[config.mk]
export PLATFORM = sky130hd
export DESIGN_NAME = rle_glyph_blitter_unit
export DESIGN_NICKNAME = d
export VERILOG_FILES = /design/src/rtl/rleb_pkg.sv /design/src/rtl/rleb_pix.sv /design/src/rtl/rleb_ctrl.sv /design/src/rtl/rle_glyph_blitter_unit.sv
export SDC_FILE = /design/constraint.sdc
export NUM_CORES = 1
export LEC_CHECK = 0
export ABC_AREA = 1
export BUFFER_PORTS_ARGS = -buffer_cell sky130_fd_sc_hd__buf_2
export CORE_MARGIN = 8
export CORE_UTILIZATION = 62
export CTS_BUF_LIST = sky130_fd_sc_hd__clkbuf_8 sky130_fd_sc_hd__clkbuf_16
export CTS_CLUSTER_DIAMETER = 120
export DETAILED_ROUTE_END_ITERATION = 16
export GPL_TIMING_DRIVEN = 0
export MAX_ROUTING_LAYER = met4
export PLACE_DENSITY = 0.9
export SETUP_SLACK_MARGIN = 0.4
export SYNTH_ARGS = -nofsm -noshare
export SYNTH_HDL_FRONTEND = slang
export SYNTH_HIERARCHICAL = 1
export SYNTH_SLANG_ARGS = --single-unit
[constraint.sdc]
create_clock -name aclk -period 6 [get_ports aclk]
set_clock_uncertainty 0.15 [all_clocks]
set_input_delay 0.3 -clock aclk [delete_from_list [all_inputs] [get_ports aclk]]
set_output_delay 0.3 -clock aclk [all_outputs]
set_load 0.05 [all_outputs]
[src/rtl/rleb_pkg.sv]
package rleb_pkg;

    // Fixed field widths
    localparam int unsigned CANVAS_REG_W = 12;
    localparam int unsigned COORD_W      = 13;
    localparam int unsigned POS_W        = 15;
    localparam int unsigned ADDR_W       = 22;
    localparam int unsigned CHAR_W       = 7;
    localparam int unsigned COUNT_W      = 7;

    // Configuration register indexes
    typedef enum logic [1:0] {
        CFG_CANVAS_WIDTH  = 2'd0,
        CFG_CANVAS_HEIGHT = 2'd1,
        CFG_FONT_ASCENDER = 2'd2,
        CFG_RLE_ENABLED   = 2'd3
    } cfg_reg_t;

    // Run header classes
    localparam logic [1:0] CLASS_LITERAL = 2'd0;
    localparam logic [1:0] CLASS_INK     = 2'd3;

    localparam logic [7:0] GREY_INK   = 8'hff;
    localparam logic [7:0] GREY_BLANK = 8'h00;

    localparam logic [CHAR_W-1:0] CHAR_SPACE = 7'h20;
    localparam logic [CHAR_W-1:0] CHAR_DOT   = 7'h2e;
    localparam logic [CHAR_W-1:0] CHAR_PLUS  = 7'h2b;
    localparam logic [CHAR_W-1:0] CHAR_X     = 7'h58;

    // Step commands and operands for the pixel unit
    typedef struct packed {
        logic                      calc;
        logic                      mul;
        logic signed [COORD_W-1:0] origin_x;
        logic signed [COORD_W-1:0] origin_y;
        logic [7:0]                col;
        logic [7:0]                row;
    } pix_req_t;

    // Pixel handed to the output register
    typedef struct packed {
        logic              load;
        logic [CHAR_W-1:0] pchar;
        logic              last;
        logic              done;
    } emit_t;

    // Quantize a grey level in quarters
    function automatic logic [CHAR_W-1:0] quantize(input logic [7:0] grey);
        logic [CHAR_W-1:0] c;
        case (grey[7:6])
            2'd0:    c = CHAR_SPACE;
            2'd1:    c = CHAR_DOT;
            2'd2:    c = CHAR_PLUS;
            default: c = CHAR_X;
        endcase
        return c;
    endfunction

endpackage

[src/rtl/rleb_pix.sv]
module rleb_pix #(
    parameter int unsigned MAX_CANVAS_DIM = 2048
) (
    input  logic                                aclk,
    input  rleb_pkg::pix_req_t                  req,
    input  logic [rleb_pkg::CANVAS_REG_W-1:0]   canvas_width,
    input  logic [rleb_pkg::CANVAS_REG_W-1:0]   canvas_height,
    output logic [rleb_pkg::ADDR_W-1:0]         pixel_address,
    output logic                                visible
);

    localparam int unsigned DIM_W  = $clog2(MAX_CANVAS_DIM + 1);
    localparam int unsigned PROD_W = 2 * DIM_W;
    localparam int unsigned SUM_W  = PROD_W + 1;
    localparam int unsigned FULL_W = rleb_pkg::COORD_W;
    localparam int unsigned POS_W  = rleb_pkg::POS_W;
    localparam logic [FULL_W-1:0] MAX_DIM = FULL_W'(MAX_CANVAS_DIM);

    logic [FULL_W-1:0] w_full, h_full;
    logic [DIM_W-1:0]  w_lim;
    logic [POS_W-1:0]  px_next, py_next;
    logic [POS_W-1:0]  px_reg, py_reg;
    logic              vis_next, vis_reg, vism_reg;
    logic [PROD_W-1:0] prod_next, prod_reg;
    logic [DIM_W-1:0]  pxm_reg;
    logic [SUM_W-1:0]  sum;

    // Clamp canvas size to the supported dimension
    assign w_full = ({1'b0, canvas_width} < MAX_DIM) ? {1'b0, canvas_width} : MAX_DIM;
    assign h_full = ({1'b0, canvas_height} < MAX_DIM) ? {1'b0, canvas_height} : MAX_DIM;
    assign w_lim  = DIM_W'(w_full);

    assign px_next = POS_W'(req.origin_x) + POS_W'(req.col);
    assign py_next = POS_W'(req.origin_y) + POS_W'(req.row);

    assign vis_next = !px_reg[POS_W-1] && (px_reg[POS_W-2:0] < (POS_W-1)'(w_full))
                   && !py_reg[POS_W-1] && (py_reg[POS_W-2:0] < (POS_W-1)'(h_full));

    assign prod_next = PROD_W'(py_reg[DIM_W-1:0]) * PROD_W'(w_lim);

    always_ff @(posedge aclk) begin
        if (req.calc) begin
            px_reg <= px_next;
            py_reg <= py_next;
        end
        if (req.mul) begin
            vis_reg  <= vis_next;
            vism_reg <= vis_next;
            prod_reg <= prod_next;
            pxm_reg  <= px_reg[DIM_W-1:0];
        end
    end

    assign sum           = SUM_W'(prod_reg) + SUM_W'(pxm_reg);
    assign pixel_address = vism_reg ? rleb_pkg::ADDR_W'(sum) : '0;
    assign visible       = vis_reg;

endmodule

[src/rtl/rleb_ctrl.sv]
module rleb_ctrl (
    input  logic                             aclk,
    input  logic                             aresetn,
    input  logic                             in_valid,
    output logic                             in_ready,
    input  logic                             mode,
    input  logic signed [11:0]               pen_x,
    input  logic signed [11:0]               pen_y,
    input  logic signed [7:0]                offset_left,
    input  logic signed [7:0]                offset_top,
    input  logic [7:0]                       glyph_height,
    input  logic [7:0]                       glyph_width,
    input  logic [7:0]                       data_byte,
    input  logic signed [7:0]                font_ascender,
    input  logic                             rle_enabled,
    input  logic                             out_free,
    output rleb_pkg::pix_req_t               pix_req,
    output rleb_pkg::emit_t                  emit
);

    localparam int unsigned CW = rleb_pkg::COORD_W;
    localparam int unsigned NW = rleb_pkg::COUNT_W;

    typedef enum logic [3:0] {
        ST_IDLE = 4'b0001,
        ST_CALC = 4'b0010,
        ST_MUL  = 4'b0100,
        ST_EMIT = 4'b1000
    } state_t;

    state_t                        state_reg, state_next;
    logic signed [CW-1:0]          origin_x_reg, origin_x_next;
    logic signed [CW-1:0]          origin_y_reg, origin_y_next;
    logic [7:0]                    rows_total_reg, rows_total_next;
    logic [7:0]                    cols_total_reg, cols_total_next;
    logic [7:0]                    row_index_reg, row_index_next;
    logic [7:0]                    col_index_reg, col_index_next;
    logic [NW-1:0]                 run_remaining_reg, run_remaining_next;
    logic [NW-1:0]                 count_reg, count_next;
    logic [rleb_pkg::CHAR_W-1:0]   char_reg, char_next;

    logic       complete;
    logic [8:0] col_inc;
    logic       wrap;
    logic [7:0] col_adv, row_adv;
    logic       adv_done, last;
    logic [NW-1:0] hdr_count;
    logic [7:0]    run_grey;

    assign complete = (cols_total_reg == 8'd0) || (row_index_reg >= rows_total_reg);

    // Raster advance of the pen inside the glyph
    assign col_inc  = {1'b0, col_index_reg} + 9'd1;
    assign wrap     = col_inc >= {1'b0, cols_total_reg};
    assign col_adv  = wrap ? 8'd0 : col_inc[7:0];
    assign row_adv  = wrap ? row_index_reg + 8'd1 : row_index_reg;
    assign adv_done = row_adv >= rows_total_reg;
    assign last     = (count_reg == NW'(1)) || adv_done;

    assign hdr_count = NW'(data_byte[5:0]) + NW'(1);
    assign run_grey  = (data_byte[7:6] == rleb_pkg::CLASS_INK) ? rleb_pkg::GREY_INK
                                                               : rleb_pkg::GREY_BLANK;

    assign in_ready = (state_reg == ST_IDLE);

    always_comb begin
        state_next         = state_reg;
        origin_x_next      = origin_x_reg;
        origin_y_next      = origin_y_reg;
        rows_total_next    = rows_total_reg;
        cols_total_next    = cols_total_reg;
        row_index_next     = row_index_reg;
        col_index_next     = col_index_reg;
        run_remaining_next = run_remaining_reg;
        count_next         = count_reg;
        char_next          = char_reg;
        emit               = '0;
        emit.pchar         = char_reg;
        emit.last          = last;
        emit.done          = adv_done;

        unique case (state_reg)
            ST_IDLE: begin
                if (in_valid) begin
                    if (!mode) begin
                        origin_x_next      = CW'(pen_x) + CW'(offset_left);
                        origin_y_next      = CW'(pen_y) + CW'(font_ascender) - CW'(offset_top);
                        rows_total_next    = glyph_height;
                        cols_total_next    = glyph_width;
                        row_index_next     = '0;
                        col_index_next     = '0;
                        run_remaining_next = '0;
                    end else if (!complete) begin
                        if (!rle_enabled) begin
                            char_next  = rleb_pkg::quantize(data_byte);
                            count_next = NW'(1);
                            state_next = ST_CALC;
                        end else if (run_remaining_reg != '0) begin
                            char_next          = rleb_pkg::quantize(data_byte);
                            count_next         = NW'(1);
                            run_remaining_next = run_remaining_reg - NW'(1);
                            state_next         = ST_CALC;
                        end else if (data_byte[7:6] == rleb_pkg::CLASS_LITERAL) begin
                            run_remaining_next = hdr_count;
                        end else begin
                            char_next  = rleb_pkg::quantize(run_grey);
                            count_next = hdr_count;
                            state_next = ST_CALC;
                        end
                    end
                end
            end
            ST_CALC: state_next = ST_MUL;
            ST_MUL:  state_next = ST_EMIT;
            ST_EMIT: begin
                if (out_free) begin
                    emit.load      = 1'b1;
                    col_index_next = col_adv;
                    row_index_next = row_adv;
                    count_next     = count_reg - NW'(1);
                    // Drop any pending literal count once the glyph is finished
                    if (adv_done) begin
                        run_remaining_next = '0;
                    end
                    state_next = last ? ST_IDLE : ST_CALC;
                end
            end
            default: state_next = ST_IDLE;
        endcase
    end

    always_ff @(posedge aclk) begin
        if (!aresetn) begin
            state_reg         <= ST_IDLE;
            origin_x_reg      <= '0;
            origin_y_reg      <= '0;
            rows_total_reg    <= '0;
            cols_total_reg    <= '0;
            row_index_reg     <= '0;
            col_index_reg     <= '0;
            run_remaining_reg <= '0;
            count_reg         <= '0;
        end else begin
            state_reg         <= state_next;
            origin_x_reg      <= origin_x_next;
            origin_y_reg      <= origin_y_next;
            rows_total_reg    <= rows_total_next;
            cols_total_reg    <= cols_total_next;
            row_index_reg     <= row_index_next;
            col_index_reg     <= col_index_next;
            run_remaining_reg <= run_remaining_next;
            count_reg         <= count_next;
        end
    end

    always_ff @(posedge aclk) begin
        char_reg <= char_next;
    end

    assign pix_req.calc     = (state_reg == ST_CALC);
    assign pix_req.mul      = (state_reg == ST_MUL);
    assign pix_req.origin_x = origin_x_reg;
    assign pix_req.origin_y = origin_y_reg;
    assign pix_req.col      = col_index_reg;
    assign pix_req.row      = row_index_reg;

endmodule

[src/rtl/rle_glyph_blitter_unit.sv]
// Channel    | Direction | Handshake          | Payload
// -----------+-----------+--------------------+-----------------------------------------
// s_ (input) | in        | s_tvalid/s_tready  | s_tdata glyph start or bitmap byte, s_tuser mode
// m_ (pixel) | out       | m_tvalid/m_tready  | m_tdata address+char, m_tuser flags, m_tlast
// cfg_       | in        | cfg_valid/cfg_ready| cfg_index register, cfg_data value
//
// Sequence: a start item, a literal header or an ignored byte is taken in the idle state;
// each pixel passes the pixel unit's steps (coordinates, multiply, add); a raw or literal
// byte gives one pixel and a run header n pixels (up to 64), all loaded before the next item.
// Reset: synchronous on aresetn low; registers return to 320 x 240, ascender 0, raw mode.
// Stalls: a low m_tready holds the pixel unit in its add step; the output register
// lets the next request in while the last pixel waits.
module rle_glyph_blitter_unit #(
    parameter int unsigned MAX_CANVAS_DIM = 2048
) (
    input  logic        aclk,
    input  logic        aresetn,

    input  logic        s_tvalid,
    output logic        s_tready,
    // [11:0] pen_x, [23:12] pen_y, [31:24] offset_left, [39:32] offset_top,
    // [47:40] glyph_height, [55:48] glyph_width, [63:56] data_byte
    input  logic [63:0] s_tdata,
    // [0] mode
    input  logic        s_tuser,

    output logic        m_tvalid,
    input  logic        m_tready,
    // [21:0] pixel_address, [28:22] pixel_char, [31:29] zero
    output logic [31:0] m_tdata,
    // [0] visible, [1] glyph_done
    output logic [1:0]  m_tuser,
    // run_last
    output logic        m_tlast,

    input  logic        cfg_valid,
    output logic        cfg_ready,
    input  logic [1:0]  cfg_index,
    input  logic [11:0] cfg_data
);

    localparam int unsigned AW = rleb_pkg::ADDR_W;
    localparam int unsigned CH = rleb_pkg::CHAR_W;

    // Configuration registers
    logic [11:0]        canvas_width_reg;
    logic [11:0]        canvas_height_reg;
    logic signed [7:0]  font_ascender_reg;
    logic               rle_enabled_reg;

    // Output register
    logic               m_valid_reg;
    logic [AW-1:0]      m_addr_reg;
    logic [CH-1:0]      m_char_reg;
    logic               m_vis_reg;
    logic               m_last_reg;
    logic               m_done_reg;

    logic               out_free;
    rleb_pkg::pix_req_t pix_req;
    rleb_pkg::emit_t    emit;
    logic [AW-1:0]      pix_addr;
    logic               pix_vis;

    // Configuration writes are always taken
    assign cfg_ready = 1'b1;

    always_ff @(posedge aclk) begin
        if (!aresetn) begin
            canvas_width_reg  <= 12'd320;
            canvas_height_reg <= 12'd240;
            font_ascender_reg <= '0;
            rle_enabled_reg   <= 1'b0;
        end else if (cfg_valid) begin
            unique case (rleb_pkg::cfg_reg_t'(cfg_index))
                rleb_pkg::CFG_CANVAS_WIDTH:  canvas_width_reg  <= cfg_data;
                rleb_pkg::CFG_CANVAS_HEIGHT: canvas_height_reg <= cfg_data;
                rleb_pkg::CFG_FONT_ASCENDER: font_ascender_reg <= cfg_data[7:0];
                rleb_pkg::CFG_RLE_ENABLED:   rle_enabled_reg   <= cfg_data[0];
                default: ;
            endcase
        end
    end

    // Sequencer: decodes requests, tracks the raster position and run state
    rleb_ctrl u_ctrl (
        .aclk          (aclk),
        .aresetn       (aresetn),
        .in_valid      (s_tvalid),
        .in_ready      (s_tready),
        .mode          (s_tuser),
        .pen_x         (s_tdata[11:0]),
        .pen_y         (s_tdata[23:12]),
        .offset_left   (s_tdata[31:24]),
        .offset_top    (s_tdata[39:32]),
        .glyph_height  (s_tdata[47:40]),
        .glyph_width   (s_tdata[55:48]),
        .data_byte     (s_tdata[63:56]),
        .font_ascender (font_ascender_reg),
        .rle_enabled   (rle_enabled_reg),
        .out_free      (out_free),
        .pix_req       (pix_req),
        .emit          (emit)
    );

    // Shared pixel unit: clipping and row-major address, one pixel at a time
    rleb_pix #(
        .MAX_CANVAS_DIM (MAX_CANVAS_DIM)
    ) u_pix (
        .aclk          (aclk),
        .req           (pix_req),
        .canvas_width  (canvas_width_reg),
        .canvas_height (canvas_height_reg),
        .pixel_address (pix_addr),
        .visible       (pix_vis)
    );

    // Load a new pixel once the previous one has left or is leaving
    assign out_free = !m_valid_reg || m_tready;

    always_ff @(posedge aclk) begin
        if (!aresetn) begin
            m_valid_reg <= 1'b0;
        end else if (emit.load) begin
            m_valid_reg <= 1'b1;
        end else if (m_tready) begin
            m_valid_reg <= 1'b0;
        end
    end

    always_ff @(posedge aclk) begin
        if (emit.load) begin
            m_addr_reg <= pix_addr;
            m_char_reg <= emit.pchar;
            m_vis_reg  <= pix_vis;
            m_last_reg <= emit.last;
            m_done_reg <= emit.done;
        end
    end

    assign m_tvalid = m_valid_reg;
    assign m_tdata  = {3'b000, m_char_reg, m_addr_reg};
    assign m_tuser  = {m_done_reg, m_vis_reg};
    assign m_tlast  = m_last_reg;

endmodule
Word-level counts from Yosys, hierarchy flattened. Cells that the tools add are included.

Add/subtract/negate cells: 11. Multiply operators: 1. Divide/modulo/power cells: 0. Magnitude comparators: 7. Eq/ne operators: 24. Shifts and indexed selects: 0. Mux-type cells: 46. Bitwise gates (word level): 2. Reductions and logical operators: 26.

Operators by type and width (count): $mux W7 (18); $mux W8 (7); $pmux W7 S3 (2); $pmux W8 S2 (2); $add A13 B9 Y14 (2); $lt A14 B13 Y1 (2); $mux W4 (7); $pmux W7 S2 (2); $add A12 B8 Y13 (2); $lt A12 B12 Y1 const B (2); $mux W12 (2); $add A22 B12 Y22 (1); $mul A12 B12 Y22 (1); $ge A8 B8 Y1 (2); $pmux W4 S4 (1); $sub A7 B1 Y7 const B (2); $sub A13 B8 Y13 (1); $eq A2 B2 Y1 const B (5); $reduce_and A5 Y1 (2); $add A8 B1 Y9 const B (1); $ge A9 B8 Y1 (1); $add A8 B1 Y8 const B (1); $logic_not A8 Y1 (1); $ne A2 B2 Y1 const B (4); 26 further kinds (46).

Flip-flop bits (word level): 214. Bits in latches: 0. RAM bits: 0. ROM bits: 0. Output and inout bits: 38. Memories kept: 0.

Depth between registers and ports, before layout. Gate-level depths: netlist of run 1.

Depth after elaboration: 8. Depth in mapped cells: 27. Mapped depth without buffers: 27.

Cells and area by module. Netlist of run 1, hierarchy kept.

By module, submodules not included: rleb_pix (instances 1, cells an instance 1193, area each 9213.8 µm²); rleb_ctrl (instances 1, cells an instance 888, area each 6239.7 µm²); rle_glyph_blitter_unit (instances 1, cells an instance 251, area each 2486.1 µm²).

Worst setup path after synthesis of run 1. Ideal clock, no wire load.

Kind: flip-flop to flip-flop. From: register canvas_width_reg[11]. To: register u_pix.prod_reg[16] (data pin). Library setup time: 259 ps. Arrival: 4638 ps. Slack: 953 ps. Cell stages (with the launch flop): 19. Path buffers: 1. Cell sequence: dfxtp_1 > inv_1 > buf_2 > nand2_1 > inv_1 > nand2_1 > fa_1 > inv_1 > fa_1 > fa_1 > fa_1 > inv_1 > fa_1 > inv_1 > ha_1 > a21oi_1 > o21ai_0 > nand3b_1 > xor2_1.

Longest elaborated chain between the ends: 3.

RTL lines: from (decl) (RTL line rle_glyph_blitter_unit.sv:46) `logic [11:0] canvas_width_reg;`; from (signal assigned) (RTL line rle_glyph_blitter_unit.sv:76) `rleb_pkg::CFG_CANVAS_WIDTH: canvas_width_reg <= cfg_data;`; $lt A12 B12 Y1 (RTL line rleb_pix.sv:29) `assign w_full = ({1'b0, canvas_width} < MAX_DIM) ? {1'b0, canvas_width} : MAX_DIM;`; $mux W12 * (RTL line rleb_pix.sv:29); $mul A12 B12 Y22 * (RTL line rleb_pix.sv:39) `assign prod_next = PROD_W'(py_reg[DIM_W-1:0]) * PROD_W'(w_lim);`; via u_pix.prod_next[16] (RTL line rleb_pix.sv:24) `logic [PROD_W-1:0] prod_next, prod_reg;`; to (signal assigned) (RTL line rleb_pix.sv:49) `prod_reg <= prod_next;`; to (decl) (RTL line rleb_pix.sv:24).

Mark *: on every way through the listed nets, which the timed path passes. The rest lies on a longest branch. A chain may end at the register's enable or synchronous reset.

Final worst setup path of run 1.
From: register canvas_width_reg[11]. To: register u_pix.prod_reg[20] (data pin).

Same word-level chain as after synthesis.

==> summary.txt, run 1 <==
Status
  – Status: finished, final reports clean

Yosys
  – Yosys Warn Count: 6
  – Most frequent cell after synthesis: nand2_1
  – EDFF count, synth: 101
  – Area of the mapped netlist: 0.0179 mm²
  – Top FF cell, synth: dfxtp_1
  – Mapped Avg Cell Area: 7.69 µm²
  – Dominant cell type by area after synthesis: edfxtp_1
  – Ys async rst share: 0%
  – Mapped Cells: 2332
  – Synth cell types: 56
  – Synth top area share: 16.9%
  – Post-synth top cells: nand2_1, inv_1, nor2_1, ha_1, a21oi_1
  – Register area share after synthesis: 29.2%
  – Register bit count reported by yosys: 211
  – Top post-synthesis cells by area: edfxtp_1, fa_1, dfxtp_1

Placement
  – Placement Cell Area: 0.0190 mm²
  – # placed instances: 2837
  – DP Worst Slack: 0.222 ns
  – Routability cong.: 0.979
  – Post-DP HPWL: 35.5 mm
  – IO Port Bufs: 116

Die
  – IO Pins: 122
  – Die height: 186 µm
  – Die area: 0.0346 mm²
  – Starting Density: 62.7%
  – Num rows: 62
  – Die Wd: 186 µm
  – Core Box Area: 0.0286 mm²

Timing
  – Final min period: 5.36 ns
  – Fin worst setup slack: 0.636 ns
  – Final period utilization: 89.4%
  – Endpoints failing setup: 0
  – Final Hold Viols: 0
  – RSZ-0062 raised after global routing: true
  – Fin. max-slew vios: 0
  – Final hold slack: 0.0125 ns
  – Setup TNS: 0 ns
  – Rel. slew slack: 46.0%
  – Fmax: 186 MHz
  – Slew @ Worst Pin: 0.806 ns

Cells and area
  – Final core occ: 70.9%
  – Register Area: 0.00524 mm²
  – Design area: 0.0203 mm²
  – Nets: 2876
  – Filler Cell Count: 2199
  – Layout cells sized above 1: 10.9%
  – Multi-input gate area: 0.0107 mm²
  – ANT cells: 0
  – Area Overhead vs Synth: 13.2%
  – Finished Layout Cells: 2916

Hold path
  – Hold Path End: canvas_height_reg[7]
  – Worst min path class: input pin to flip-flop
  – HP Start: cfg_index[0]
  – Hold Crit Depth: 3

Clock network
  – Clock transition at path regs: 0.06 ns
  – Htree depth: 1
  – Skew-Pair Late Insertion Delay: 0.55 ns
  – Root Driver: clkbuf_16
  – Inserted Clock Buffers: 25
  – Clk sinks: 211
  – Post-CTS setup buffers: 0
  – Clock Path Buffers: 3
  – CTS tree: yes

Power
  – Design Power: 4.98 mW
  – Worst VDD drop: 0.182 mV
  – Pleak: 10.4 nW
  – PD cells: 245 mW/mm²

Global route
  – Initial antenna violation count: 0
  – Largest net degree at the start of global routing: 43
  – Vias in the first global route: 16376
  – Total gr overflow: 0
  – Tot GR Track Use: 27.4%
  – First-pass GRT wire length: 75.2 mm

Critical path
  – CP Class: flip-flop to flip-flop
  – Critical Path RT: 6.15 ns
  – Arrival @ worst endpoint: 5.51 ns
  – R2R setup slack: 0.64 ns
  – Critical Path Start Type: flip-flop
  – Reg-to-Reg Start: canvas_width_reg[11]
  – CP Capture Type: flip-flop
  – Register-to-Register Path Depth: 20
  – Crit path max fanout: 10
  – Capturing point of the worst reg2reg path: u_pix/prod_reg[20]

Drt
  – DRC viols: 0
  – Total vias in the final route: 15943
  – Final WL: 45.5 mm
  – DR WL/cell: 15.6 µm
  – Vias per std cell: 5.47
  – Antenna-violating nets left: 0
  – DRT iter0 DRCs: 1219
  – Initial DRT Pass Iterations: 5

Flow run
  – Max_cap viols: 0
what timing repair did:
action,CTS,global route
gates resized for setup,11,25
hold endpoints to repair,46,0
endpoints found under the setup margin,8,10
hold buffers,33,0
worst max path at each step:
| stage | slack [ns] | end | cells after the start | start |
|---|---|---|---|---|
| after floorplan | 0.95 | u_pix/prod_reg[16] | 18 | canvas_width_reg[11] |
| after CTS | 0.43 | u_pix/prod_reg[20] | 17 | u_pix/py_reg[3] |
| after detailed placement | 0.22 | u_pix/prod_reg[20] | 20 | canvas_width_reg[11] |
| after global routing | 0.36 | u_pix/prod_reg[20] | 20 | canvas_width_reg[11] |
| final | 0.64 | u_pix/prod_reg[20] | 20 | canvas_width_reg[11] |
| after global placement | 0.30 | u_pix/prod_reg[14] | 23 | canvas_width_reg[11] |
layout make-up:
type                       instances  area share [%]
tap                              384            2.37
inverter                         447            8.33
multi-input combinational       1617            52.8
buffer                            59            1.80
clock buffer                      28            3.34
timing repair buffer             152            4.62
clock inverter                    18           0.931
sequential                       211            25.8
power breakdown:
| group | switching [mW] | total, mW | leakage (nW) | internal [mW] |
|---|---|---|---|---|
| clock | 0.631 | 1.58 | 0.450 | 0.949 |
| sequential | 0.0537 | 1.67 | 1.82 | 1.62 |
| combinational | 1.09 | 1.73 | 8.09 | 0.638 |
| total | 1.77 | 4.98 | 10.4 | 3.20 |
placed cells by master (no fill, tap or decap), types with 8 or more instances in the layout:
cell	instances
o21bai_1	11
nand4_1	24
buf_2	129
a21oi_1	144
dfxtp_1	110
nor2_1	232
nand2_2	14
buf_6	9
o211ai_1	12
edfxtp_1	101
clkbuf_16	26
inv_2	13
clkbuf_1	16
nand2_1	529
fa_1	115
inv_1	429
xnor2_1	17
o21ai_0	80
dlygate4sd3_1	33
xor2_1	45
buf_4	16
o21a_1	8
nand3_1	131
nor3_1	14
ha_1	162
nand3b_1	8
cell families after synthesis:
| group | Yosys count | share of synthesized area, % |
|---|---|---|
| AND/OR/NAND/NOR | 989 | 23.4 |
| flip-flops | 211 | 29.2 |
| XOR/XNOR | 62 | 3.03 |
| buffers and inverters | 506 | 11.3 |
| AO/OA/AOI/OAI | 283 | 8.76 |
| other | 2 | 0.0419 |
| adder cells (fa/ha/maj) | 279 | 24.3 |
routing by layer:
metal  vias up  track usage [%]  share of wire, %
met2       653             48.0                50
met4         0             12.8               4.3
met1      7431             30.9                40
met5         -                -                 0
li1       7705                -                 -
met3       154             3.16               5.9
worst max-delay path, cell delays in order (launching register included):
cell	delay, ns
dfxtp_1	0.35
inv_2	0.10
buf_6	0.18
nand2_2	0.16
inv_2	0.18
nand2_1	0.10
fa_1	0.52
inv_1	0.04
fa_1	0.46
fa_1	0.51
fa_1	0.55
inv_1	0.06
fa_1	0.53
inv_1	0.05
ha_2	0.33
a21oi_1	0.27
o21ai_0	0.18
a21oi_1	0.20
nand2_1	0.08
nand2_1	0.06
nand2_1	0.06
No activity file was read; power rests on OpenSTA's default activity.
==> run 2: changes to the inputs <==
--- a/config.mk
+++ b/config.mk
@@ -15,6 +15,7 @@
 export GPL_TIMING_DRIVEN = 0
 export MAX_ROUTING_LAYER = met4
 export PLACE_DENSITY = 0.9
+export REMOVE_ABC_BUFFERS = 1
 export SETUP_SLACK_MARGIN = 0.4
 export SYNTH_ARGS = -nofsm -noshare
 export SYNTH_HDL_FRONTEND = slang
==> summary.txt, run 2 (synthesis results as in run 1) <==
Status
  – Status: finished with violations
  – Failing checks: hold timing

Drt
  – DRT iter0 DRCs: 1108 (-9.1%)
  – Total vias in the final route: 15696 (-1.5%)
  – Initial DRT Pass Iterations: 6 (+1)
  – Final WL: 44.1 mm (-3.1%)
  – DR WL/cell: 15.4 µm (-1.3%)
  – DRC viols: 0 (unchanged)
  – Vias per std cell: 5.49 (+0.34%)
  – Antenna-violating nets left: 0 (unchanged)

Die
  – Num rows: 62 (unchanged)
  – Die area: 0.0346 mm² (unchanged)
  – Starting Density: 62.7% (unchanged)
  – Die height: 186 µm (unchanged)
  – Core Box Area: 0.0286 mm² (unchanged)
  – Die Wd: 186 µm (unchanged)
  – IO Pins: 122 (unchanged)

Critical path
  – CP peak stage delay: 0.53 ns (-0.02 ns)
  – Arrival @ worst endpoint: 5.43 ns (-0.08 ns)
  – Register-to-Register Path Depth: 23 (+15%)
  – Worst Setup EP: u_pix/prod_reg[14]
  – CP Capture Type: flip-flop
  – Crit path max fanout: 11 (+1)
  – Critical Path RT: 6.10 ns (-0.05 ns)
  – CP cell instances: clkinvlp_4, buf_8, nand2_2, inv_4, nand2_1, fa_1, inv_1, fa_1, inv_1, fa_1, inv_1, fa_1, inv_1, fa_1, inv_1, ha_4, nand2_1, nor2_1, nand2_1, nand2_1, nand3_1, nand3_1, nand2_1
  – Capturing point of the worst reg2reg path: u_pix/prod_reg[14]
  – R2R setup slack: 0.67 ns (+0.04 ns)
  – Slowest cell on crit path: fa_1
  – Launch point of the worst path: canvas_width_reg[11]
  – Reg-to-Reg Start: canvas_width_reg[11]
  – Critical Path Start Type: flip-flop
  – CP Class: flip-flop to flip-flop

Timing
  – Final hold slack: -0.00538 ns (-0.0179 ns)
  – Final Hold Viols: 1 (+1)
  – Fin. max-slew vios: 0 (unchanged)
  – Endpoints failing setup: 0 (unchanged)
  – Fmax: 188 MHz (+0.72%)
  – RSZ-0062 raised after global routing: false
  – Slew @ Worst Pin: 1.04 ns (+0.230 ns)
  – Final min period: 5.33 ns (-0.0382 ns)
  – Final period utilization: 88.8% (-0.64 points)
  – Rel. slew slack: 30.5% (-15 points)

Clock network
  – Htree depth: 1 (unchanged)
  – Root Driver: clkbuf_16
  – Skew-Pair Late Insertion Delay: 0.53 ns (-0.02 ns)
  – Clk sinks: 211 (unchanged)
  – Clock Path Buffers: 3 (unchanged)
  – Inserted Clock Buffers: 22 (-12%)
  – CTS tree: yes
  – Clock transition at path regs: 0.06 ns (about the same)

Cells and area
  – Area Overhead vs Synth: 11.9%
  – Most frequent cells in the layout: nand2_1, inv_1, nor2_1
  – Multi-input gate area: 0.0108 mm² (+0.82%)
  – Layout cells sized above 1: 10.2% (-0.73 points)
  – Commonest non-fill, non-tap cell in the layout: nand2_1
  – Filler Cell Count: 2183 (-0.73%)
  – Design area: 0.0201 mm² (-1.1%)
  – Register Area: 0.00524 mm² (about the same)
  – Nets: 2824 (-1.8%)
  – ANT cells: 0 (unchanged)

Global route
  – Vias in the first global route: 15546 (-5.1%)
  – Tot GR Track Use: 26.3% (-1.1 points)
  – First-pass GRT wire length: 72.6 mm (-3.4%)
  – Largest net degree at the start of global routing: 94 (+120%)
  – Total gr overflow: 0 (unchanged)
  – Initial antenna violation count: 0 (unchanged)

Power
  – Clock power frac: 30.4% (-1.3 points)
  – PD cells: 241 mW/mm² (-1.6%)
  – Psw: 1.73 mW (-2.6%)
  – Sequential fraction of design power: 34.6% (+1.0 points)
  – Worst VDD drop: 0.245 mV (+35%)
  – Gate power share: 35.0% (+0.3 points)
  – Design Power: 4.84 mW (-2.7%)
  – Int Pwr: 3.11 mW (-2.8%)
  – Switch share: 35.7% (+0.053 points)
  – Pleak: 10.1 nW (-2.0%)

Placement
  – IO Port Bufs: 117 (+0.86%)
  – Post-DP HPWL: 34.0 mm (-4.3%)
  – Placement Cell Area: 0.0188 mm² (-1.4%)
  – Routability cong.: 0.964 (-1.5%)

Hold path
  – Worst min path class: input pin to flip-flop

Flow run
  – Max_cap viols: 0 (unchanged)
-- run 2: cell types whose count changed in the layout (fill, tap and decap cells not counted), moves of 6 or more --
cell	previous run	this run
clkbuf_1	16	0
buf_2	129	116
buf_4	16	10
buf_6	9	3
-- run 2: metrics by stage --
| step | utilization, % | setup slack [ns] | instances | TNS (ns) |
|---|---|---|---|---|
| 2_1_floorplan | - | 0.841 | 2275 | 0 |
| 3_3_place_gp | 65.2 | 0.0151 | 2776 | 0 |
| 3_5_place_dp | 65.6 | -0.0409 | 2782 | -0.128 |
| 4_1_cts | 69.6 | 0.403 | 2854 | 0 |
| 5_1_grt | 70.1 | 0.423 | 2861 | 0 |
| 6_report | 70.1 | 0.674 | 2861 | 0 |
-- run 2: routing by layer --
metal / vias up / track usage (%) / share of wire (%)
met4: 0 / 11.5 / 4.2
met5: - / - / 0
li1: 7613 / - / -
met1: 7318 / 29.9 / 40
met2: 605 / 46.1 / 50
met3: 160 / 3.24 / 6.0
-- run 2: final cells by class --
cell class                      instances  share of cell area, %
Multi-Input combinational cell       1617                   53.8
Timing Repair Buffer                  162                   5.24
Clock inverter                         15                  0.873
Tap cell                              384                   2.39
Clock buffer                           25                   3.06
Sequential cell                       211                   26.1
Inverter                              447                   8.49
-- run 2: power groups by stage --
| stage | clock (mW) | combinational, mW | sequential, mW |
|---|---|---|---|
| after floorplan | 0 | 1.18 | 1.69 |
| final | 1.47 | 1.69 | 1.68 |
| after detailed placement | 0 | 1.59 | 1.70 |
| after global routing | 1.55 | 1.91 | 1.68 |
| after CTS | 1.49 | 1.63 | 1.67 |
| after global placement | 0 | 1.53 | 1.70 |
-- run 2: critical path, delay by kind of cell (launching register included) --
family                   cells  cell delay (ns)
adder cells (fa/ha/maj)      6             2.81
AND/OR/NAND/NOR              9             1.02
buffers and inverters        8             0.67
flip-flops                   1             0.39
-- run 2: repair_timing --
item,4_1_cts,5_1_grt
resized for setup,15,26
cloned,0,0
setup endpoints to repair,12,10
setup buffers,2,7
endpoints found under the hold margin,44,0
hold buffers,30,0
-- run 2: how the worst min path moves through the flow --
stage,start,slack (ns),endpoint,depth (start not counted)
6_report,s_tdata[41],-0.005,u_ctrl/rows_total_reg[1],3
3_3_place_gp,u_ctrl/char_reg[0],0.25,m_char_reg[0],0
4_1_cts,cfg_index[0],0.003,canvas_height_reg[7],3
3_5_place_dp,u_ctrl/char_reg[0],0.26,m_char_reg[0],0
5_1_grt,s_tdata[41],0.001,u_ctrl/rows_total_reg[1],3
2_1_floorplan,aresetn,0.23,u_ctrl/state_reg[0],1
==> run 3: changes to the inputs <==
--- a/config.mk
+++ b/config.mk
@@ -7,6 +7,7 @@
 export LEC_CHECK = 0
 export ABC_AREA = 1
 export BUFFER_PORTS_ARGS = -buffer_cell sky130_fd_sc_hd__buf_2
+export CORE_ASPECT_RATIO = 1.25
 export CORE_MARGIN = 8
 export CORE_UTILIZATION = 62
 export CTS_BUF_LIST = sky130_fd_sc_hd__clkbuf_8 sky130_fd_sc_hd__clkbuf_16
@@ -14,10 +15,10 @@
 export DETAILED_ROUTE_END_ITERATION = 16
 export GPL_TIMING_DRIVEN = 0
 export MAX_ROUTING_LAYER = met4
-export PLACE_DENSITY = 0.9
+export PLACE_DENSITY = 0.91
+export RECOVER_POWER = 50
 export REMOVE_ABC_BUFFERS = 1
 export SETUP_SLACK_MARGIN = 0.4
 export SYNTH_ARGS = -nofsm -noshare
 export SYNTH_HDL_FRONTEND = slang
-export SYNTH_HIERARCHICAL = 1
 export SYNTH_SLANG_ARGS = --single-unit
==> summary.txt, run 3 <==
Timing
  – Rel. slew slack: -143% (-170 points)
  – Slew @ Worst Pin: 3.65 ns (+2.61 ns)
  – Endpoints failing setup: 0 (unchanged)
  – Final Hold Viols: 0 (-1)
  – Final period utilization: 93.9% (+5.2 points)
  – Fin. max-slew vios: 155 (+155)
  – Fmax: 177 MHz (-5.5%)
  – RSZ-0062 raised after global routing: true
  – Fin worst setup slack: 0.364 ns (-0.310 ns)
  – Final min period: 5.64 ns (+0.310 ns)
  – Setup TNS: 0 ns (unchanged)

Cells and area
  – Nets: 2616 (-7.4%)
  – Register Area: 0.00520 mm² (-0.64%)
  – Most frequent cells in the layout: nand2_1, inv_1, nor2_1
  – Layout cells sized above 1: 8.60% (-1.6 points)
  – Filler Cell Count: 2095 (-4.0%)
  – Multi-input gate area: 0.0103 mm² (-4.3%)
  – Commonest non-fill, non-tap cell in the layout: nand2_1
  – Final core occ: 69.9% (-0.23 points)
  – Area Overhead vs Synth: 12.1%
  – ANT cells: 0 (unchanged)
  – Design area: 0.0192 mm² (-4.6%)

Yosys
  – Top post-synthesis cells by area: edfxtp_1, fa_1, dfxtp_1
  – Area of the mapped netlist: 0.0171 mm² (-4.8%)
  – Top FF cell, synth: dfxtp_1
  – Mapped Cells: 2108 (-9.6%)
  – Synth Area in XOR/XNOR: 3.80% (+0.77 points)
  – EDFF count, synth: 100 (-0.99%)
  – Most frequent cell after synthesis: nand2_1
  – Post-synthesis adder-cell area fraction: 25.5% (+1.2 points)
  – Main combinational cell family by area after synthesis: adder cells
  – Synth top area share: 17.6% (+0.68 points)
  – Register bit count reported by yosys: 210 (-0.47%)
  – Multiplexer share of the synthesized area: 0% (unchanged)
  – Compound-Gate Fraction of Synth Area: 11.1% (+2.4 points)
  – Yosys Warn Count: 0 (-6)
  – Ys async rst share: 0% (unchanged)
  – Post-synth top cells: nand2_1, inv_1, nor2_1, ha_1, a21oi_1
  – Synth cell types: 52 (-7.1%)
  – Register area share after synthesis: 30.5% (+1.3 points)
  – Dominant cell type by area after synthesis: edfxtp_1
  – Simple-gate share of the synthesized area: 19.2% (-4.1 points)
  – Mapped Avg Cell Area: 8.10 µm² (+5.3%)

Critical path
  – Launch point of the worst path: canvas_width_reg[11]
  – Critical Path Start Type: flip-flop
  – R2R setup slack: 0.36 ns (-0.31 ns)
  – CP Capture Type: flip-flop
  – Crit path max fanout: 10 (-1)
  – CP Class: flip-flop to flip-flop
  – Arrival @ worst endpoint: 5.75 ns (+0.32 ns)
  – Capturing point of the worst reg2reg path: u_pix.prod_reg[17]
  – Reg-to-Reg Start: canvas_width_reg[11]
  – Critical Path RT: 6.11 ns (about the same)
  – Register-to-Register Path Depth: 22 (-4.3%)
  – Worst Setup EP: u_pix.prod_reg[17]

Power
  – PD cells: 287 mW/mm² (+19%)
  – Pleak: 9.36 nW (-7.7%)
  – Worst VDD drop: 0.166 mV (-32%)

Global route
  – Vias in the first global route: 15178 (-2.4%)
  – Tot GR Track Use: 25.9% (-0.43 points)
  – Total gr overflow: 0 (unchanged)
  – First-pass GRT wire length: 69.2 mm (-4.7%)
  – Largest net degree at the start of global routing: 93 (-1.1%)
  – Initial antenna violation count: 0 (unchanged)

Die
  – Num rows: 68 (+9.7%)
  – Starting Density: 62.3% (-0.34 points)
  – Die Wd: 164 µm (-12%)
  – Die height: 202 µm (+8.3%)
  – Core Box Area: 0.0274 mm² (-4.3%)
  – IO Pins: 122 (unchanged)
  – Die area: 0.0331 mm² (-4.3%)

Clock network
  – Skew-Pair Late Insertion Delay: 0.53 ns (about the same)
  – Clk sinks: 210 (-0.47%)
  – Clock transition at path regs: 0.06 ns (about the same)
  – Inserted Clock Buffers: 22 (unchanged)
  – Clock Path Buffers: 3 (unchanged)
  – CTS tree: yes
  – Root Driver: clkbuf_16
  – Htree depth: 1 (unchanged)

Placement
  – Routability cong.: 0.966 (+0.21%)
  – Post-DP HPWL: 31.4 mm (-7.4%)
  – DP Worst Slack: -0.604 ns (-0.563 ns)
  – IO Port Bufs: 117 (unchanged)
  – Placement Cell Area: 0.0179 mm² (-4.5%)

Drt
  – Antenna-violating nets left: 0 (unchanged)
  – DR WL/cell: 16.2 µm (+5.0%)
  – DRT iter0 DRCs: 946 (-15%)
  – Initial DRT Pass Iterations: 6 (unchanged)
  – Vias per std cell: 5.72 (+4.2%)
  – DRC viols: 0 (unchanged)
  – Total vias in the final route: 14962 (-4.7%)
  – Final WL: 42.4 mm (-3.9%)

Status
  – Failing checks: capacitance limit, slew limit
  – Status: finished with violations

Flow run
  – Max_cap viols: 4 (+4)

Hold path
  – Worst min path class: input pin to flip-flop
-- run 3: cell type report --
type                       instances  area share (%)
inverter                         377            7.57
sequential                       210            27.2
tap                              350            2.29
clock buffer                      25            3.09
timing repair buffer             172            5.45
clock inverter                    13           0.405
multi-input combinational       1470            54.0
-- run 3: per-stage QoR --
stage | hold WS [ns] | power, mW | std cells
after floorplan | 0.234 | 3.49 | 2057
after global placement | 0.253 | 3.93 | 2524
after detailed placement | 0.256 | 4.02 | 2529
after CTS | 0.0105 | 5.37 | 2604
after global routing | 0.0294 | 5.89 | 2617
final | 0.0166 | 5.49 | 2617
-- run 3: what timing repair did --
item | 4_1_cts | 5_1_grt
buffers inserted | 5 | 13
pin swaps | 2 | 7
hold endpoints to repair | 45 | 0
gates resized for setup | 31 | 24
hold buffers | 32 | 0
setup endpoints to repair | 11 | 9
cloned | 0 | 0
-- run 3: worst min path at each step --
stage / startpoint / cells after the start / end / slack, ns
after global placement: u_ctrl.char_reg[1] / 0 / m_char_reg[1] / 0.25
final: s_tdata[12] / 4 / u_ctrl.origin_y_reg[0] / 0.02
after detailed placement: u_ctrl.char_reg[2] / 0 / m_char_reg[2] / 0.26
after CTS: s_tdata[63] / 2 / u_ctrl.char_reg[4] / 0.01
after floorplan: aresetn / 1 / canvas_width_reg[6] / 0.23
after global routing: s_tdata[62] / 2 / u_ctrl.char_reg[4] / 0.03
-- run 3: logic make-up (layout without fill, tap and decap cells) --
logic type / after synthesis / after routing
AOI/OAI and AO/OA: 343 / 343
xor gates and xnor gates: 74 / 74
adders and majority gates: 279 / 279
buffers and inverters: 430 / 587
DFF: 210 / 210
other: 2 / 4
and+or+nand+nor: 770 / 770
-- run 3: power breakdown --
group / internal, mW / leakage [nW] / total (mW) / switching [mW]
clock network: 0.708 / 0.359 / 1.29 / 0.583
logic: 0.884 / 7.19 / 2.40 / 1.51
registers: 1.69 / 1.81 / 1.80 / 0.113
total: 3.28 / 9.36 / 5.49 / 2.21
-- run 3: metal layers --
layer / global-route usage [%] / share of wire [%]
met2: 45.7 / 51
met3: 3.31 / 6.4
met1: 27.3 / 37
met4: 14.3 / 5.9
met5: - / 0
-- run 3: worst max-delay path: stages, from the launching register on --
cell and delay [ns]:
dfxtp_1 0.46, clkinvlp_4 0.17, buf_12 0.18, nand2_8 0.12, inv_2 0.07, nand2_1 0.09, fa_1 0.48, fa_1 0.57
inv_1 0.06, fa_1 0.47, fa_1 0.55, inv_1 0.06, fa_1 0.52, inv_1 0.06, ha_4 0.29, nand2_2 0.09
nor2_2 0.14, nand4_1 0.12, o211ai_1 0.22, buf_4 0.17, buf_4 0.13, a21oi_1 0.07, xnor2_1 0.13
